**src/rtl/twg_ram.sv**
```systemverilog
// Generic single-write, single-read RAM with registered read data.
// Standalone; holds the tone phase and tone step tables.
module twg_ram #(
    parameter int WIDTH = 32,
    parameter int DEPTH = 16
) (
    input  logic                                    aclk,
    input  logic                                    we,
    input  logic [((DEPTH > 1) ? $clog2(DEPTH) : 1)-1:0] waddr,
    input  logic [WIDTH-1:0]                        wdata,
    input  logic [((DEPTH > 1) ? $clog2(DEPTH) : 1)-1:0] raddr,
    output logic [WIDTH-1:0]                        rdata
);
    logic [WIDTH-1:0] mem [DEPTH];

    always_ff @(posedge aclk) begin
        if (we) begin
            mem[waddr] <= wdata;
        end
        rdata <= mem[raddr];
    end
endmodule

```
**config.mk**
```make
export PLATFORM = sky130hd
export DESIGN_NAME = twg_ram
export DESIGN_NICKNAME = d
export VERILOG_FILES = /design/src/rtl/twg_ram.sv
export SDC_FILE = /design/constraint.sdc
export NUM_CORES = 1
export LEC_CHECK = 0
export ABC_AREA = 1
export ABC_CLOCK_PERIOD_IN_PS = 3550
export BUFFER_PORTS_ARGS = -buffer_cell sky130_fd_sc_hd__buf_2
export CORE_MARGIN = 2
export CORE_UTILIZATION = 30
export CTS_BUF_LIST = sky130_fd_sc_hd__clkbuf_8 sky130_fd_sc_hd__clkbuf_16
export DETAILED_ROUTE_END_ITERATION = 10
export PLACE_DENSITY_LB_ADDON = 0.08
export REMOVE_ABC_BUFFERS = 1
export SKIP_CTS_REPAIR_TIMING = 1
export SYNTH_ARGS = -nofsm -noshare
export SYNTH_HDL_FRONTEND = slang
export SYNTH_SLANG_ARGS = --single-unit
```
**constraint.sdc**
```tcl
create_clock -name aclk -period 3.55 [get_ports aclk]
set_clock_uncertainty 0.15 [all_clocks]
set_input_delay 0.8875 -clock aclk [delete_from_list [all_inputs] [get_ports aclk]]
set_output_delay 0.8875 -clock aclk [all_outputs]
set_load 0.05 [all_outputs]
```
Yosys cells after proc, flatten, opt, wreduce, memory -nomap -nowiden

Memories as Yosys holds them, arrays and structs flattened. A register that Yosys moved wholly into a read port is not among the register bits.
Cells that the tools add are included.

Memories kept: 1
Bits in registers: 0
Memory bits (writable): 512

Mux-type cells: 2

Memory list:

| memory | words | bits a word | read ports | clocked after Yosys merged registers in | wr ports | RTL line | source |
|---|---|---|---|---|---|---|---|
| mem    | 16    | 32          | 1          | 1                                       | 1        | 14       | `logic [WIDTH-1:0] mem [DEPTH];` |

Operators by type and width:

| kind              | number |
|---|---|
| 1-bit two-way mux | 2 |

Longest topological paths before layout

Word-level depth: 2
Gate-level depth with buffers: 10
Mapped depth without buffers: 7

Worst setup path after synthesis

No wires, ideal clock.

Path type: input to register
Start point: input waddr[2] (netlist name)
End point: memory mem[10][0], enable pin
Setup time: 0.421 ns
Cell stages on the path: 2
Required time: 2.979 ns
Data arrival time: 2.459 ns
Setup slack: 0.520 ns
Path buffers: 0
Cells stage by stage: nand3b_1 nor2_1

RTL lines:

| what        | RTL line | source |
|---|---|---|
| from (decl) | 9        | `input logic [((DEPTH > 1) ? $clog2(DEPTH) : 1)-1:0] waddr,` |
| to (decl)   | 14       |  |

No word-level cell before the write port.

Final worst setup path

Start point: register rdata[23], read port of mem
End point: output rdata[23]

RTL lines:

| what        | RTL line | source |
|---|---|---|
| from (decl) | 12       | `output logic [WIDTH-1:0] rdata` |

No word-level cell between the ends.

==> flow_metrics.tcl <==
set metrics [dict create \
    critPathMaxStageDelay_ns 0.40 \
    worstPathArrival_ns 1.29 \
    end_kind "output port" \
    ant_nets 0 \
    synth_top_cell_area_share 0.6764 \
    nets 2242 \
    viasPerCell 4.395 \
    routed_wl_um 60090 \
    hold_start "mem[10][5]" \
    yosysUniqueCellTypes 15 \
    ys_top_cells_by_area "edfxtp_1, nand2_1, nand3_1" \
    fin_tns_setup_ns 0 \
    antenna_found_initial 2 \
    switching_share 0.2331 \
    tightest_slew_ns 0.8000 \
    die_w_um 279.3 \
    syn_inst 2120 \
    dpl_cell_area_mm2 0.02432 \
    syn_area_mm2 0.02273 \
    grt_overflow 0 \
    dieArea_mm2 0.07799 \
    min_to "rdata[5]" \
    crit_buf_inv 1 \
    synth_top_flop_cell "edfxtp_1" \
    r2r_end "rdata[6]" \
    core_area_mm2 0.07470 \
    synth_enable_flop_cells 512 \
    grtUsageTotal 0.1575 \
    fp.dieH_um 279.3 \
    firstDrtPassIters 5 \
    outcome "finished clean" \
    cts_tree "built" \
    whs_path_depth 6 \
    cp_slowest_cell "dfxtp_1" \
    clkPwrFrac 0.433 \
    r2r_setup_slack_ns 2.34 \
    whs_ns 0.4953 \
    crit-reg2reg-launch "mem[1][6]" \
    path_clk_slew_ns 0.06 \
    cts_buffers 66 \
    yosys_warnings 0 \
    ys_async_sr_fraction 0 \
    critPathKind "flip-flop to output port" \
    p_int_uw 11100 \
    dp_hpwl_um 31110 \
    rsz0062_at_grt "false" \
    place_ws_ns 0.8499 \
    crit_chain "buf_2" \
    routedWlPerCell_um 18.67 \
    finalCritPeriodShare 0.6548 \
    relSlewSlack 0.4666 \
    combPwrFrac 0.068 \
    post-route-min-period_ns 2.325 \
    drt_iter0_drc 811 \
    area_delta_synth_final_pct 15.80 \
    synth_commonest_cells "nand2_1, edfxtp_1, inv_1, nand3_1, buf_2" \
    drv_slew 0 \
    grt_pass1_vias 14190 \
    grt_pass1_wl_um 91570 \
    globalplace.congestion 0.6948 \
    io_pins 74 \
    postLayoutCellArea_mm2 0.02632 \
    crit_start "rdata[23]" \
    drive_gt1_frac 0.09867 \
    yosysSeqAreaShare 0.7046 \
    n_antenna_cell 0 \
    min_path_type "flip-flop to flip-flop" \
    crit_fanout 1 \
    io_buffers 73 \
    synth_area_leader_cell "edfxtp_1" \
    start_kind "flip-flop" \
    vias 14150 \
    yosysMostFrequentCell "nand2_1" \
    reg2reg_depth 6 \
    cts-root-buf "clkbuf_16" \
    crit_required_ns 2.51 \
    setup_slack_ns 1.225 \
    avgSynthCellArea_um2 10.72 \
    remaining_drc_errors 0 \
    critical_path.top_delay_family "flip-flops" \
    hold_viol 0 \
    ctsLongestPathBuffers 3 \
    rows 100 \
    max-vdd-ir-drop_v 0.0003155 \
    pwr-share-seq 0.499 \
    maxCapViolCount 0 \
    cts_max_level 3 \
    power_density_mw_per_mm2 550.1 \
    clock-sinks 544 \
    fmax_ghz 0.4302 \
    clk_latency_ns 0.59 \
    grt_max_degree 106 \
    p_leak_uw 0.01113 \
    start_util 0.3043 \
    finalSetupViolCount 0 \
    ys_seq_elements 544 \
    power.switching_uw 3375 \
]
[final cells by class]
type                    count  area (um^2)
fillers                  7411        48380
multi-input cells        1081         4667
well taps                 969         1212
clock buffers              73         1759
repair buffers            117        947.2
flip-flops and latches    544        16020
clock inverters            45        245.2
inverters                 390         1475
[how the worst max path moves through the flow]
stage,endpoint,slack (ns),cells after the start
6_report,rdata[23],1.23,1
5_1_grt,rdata[30],1.16,1
4_1_cts,rdata[30],1.18,1
3_5_place_dp,mem[2][30],0.85,5
3_3_place_gp,mem[2][27],0.83,5
2_1_floorplan,rdata[0],0.17,5
[through the flow]
| step | util | std cells | power [uW] |
|---|---|---|---|
| after global placement | 0.3255 | 3101 | 8371 |
| after CTS | 0.3524 | 3219 | 14730 |
| after global routing | 0.3524 | 3219 | 15040 |
| final | 0.3524 | 3219 | 14480 |
| after detailed placement | 0.3255 | 3101 | 8374 |
| after floorplan | - | 2015 | 7875 |
[routing by layer]
metal / wire, um / GRT usage / vias to the layer above / share of wire
met5: 23 / 0 / - / 0.00038
met4: 1363 / 0.04218 / 4 / 0.023
met3: 1954 / 0.02786 / 89 / 0.033
met2: 29320 / 0.2706 / 203 / 0.49
met1: 27430 / 0.2042 / 6843 / 0.46
li1: - / - / 7009 / -
[power by group through the flow]
stage | registers [uW] | clock network (uW) | logic (uW)
floorplan | 7500 | 0 | 376
global placement | 7360 | 0 | 1010
detailed placement | 7360 | 0 | 1010
CTS | 7230 | 6480 | 1020
global route | 7240 | 6710 | 1100
finish | 7220 | 6270 | 987
[registers in the layout, indices dropped and copies added, names as in the netlist]
name	cells
mem	512
rdata	32
[logic make-up (layout without fill, tap and decap cells)]
group         Yosys count  after routing  synth area share
flops                 544            544            0.7046
simple gates         1081           1081            0.2000
buf+inv               495            625           0.09539
[layout by cell type, fill, tap and decap left out]
cell and instances:
inv_1 411, bufinv_16 2, buf_12 19, dfxtp_1 32, inv_4 1, nand3_1 385
inv_6 3, nor2_4 16, clkbuf_8 7, clkbuf_16 67, nand2_1 677, nor2_1 1
edfxtp_1 512, inv_2 1, clkinv_1 8, clkinv_2 8, buf_2 70, buf_4 27
inv_8 1, nand3b_1 2
(Power assumes the default switching activity.)
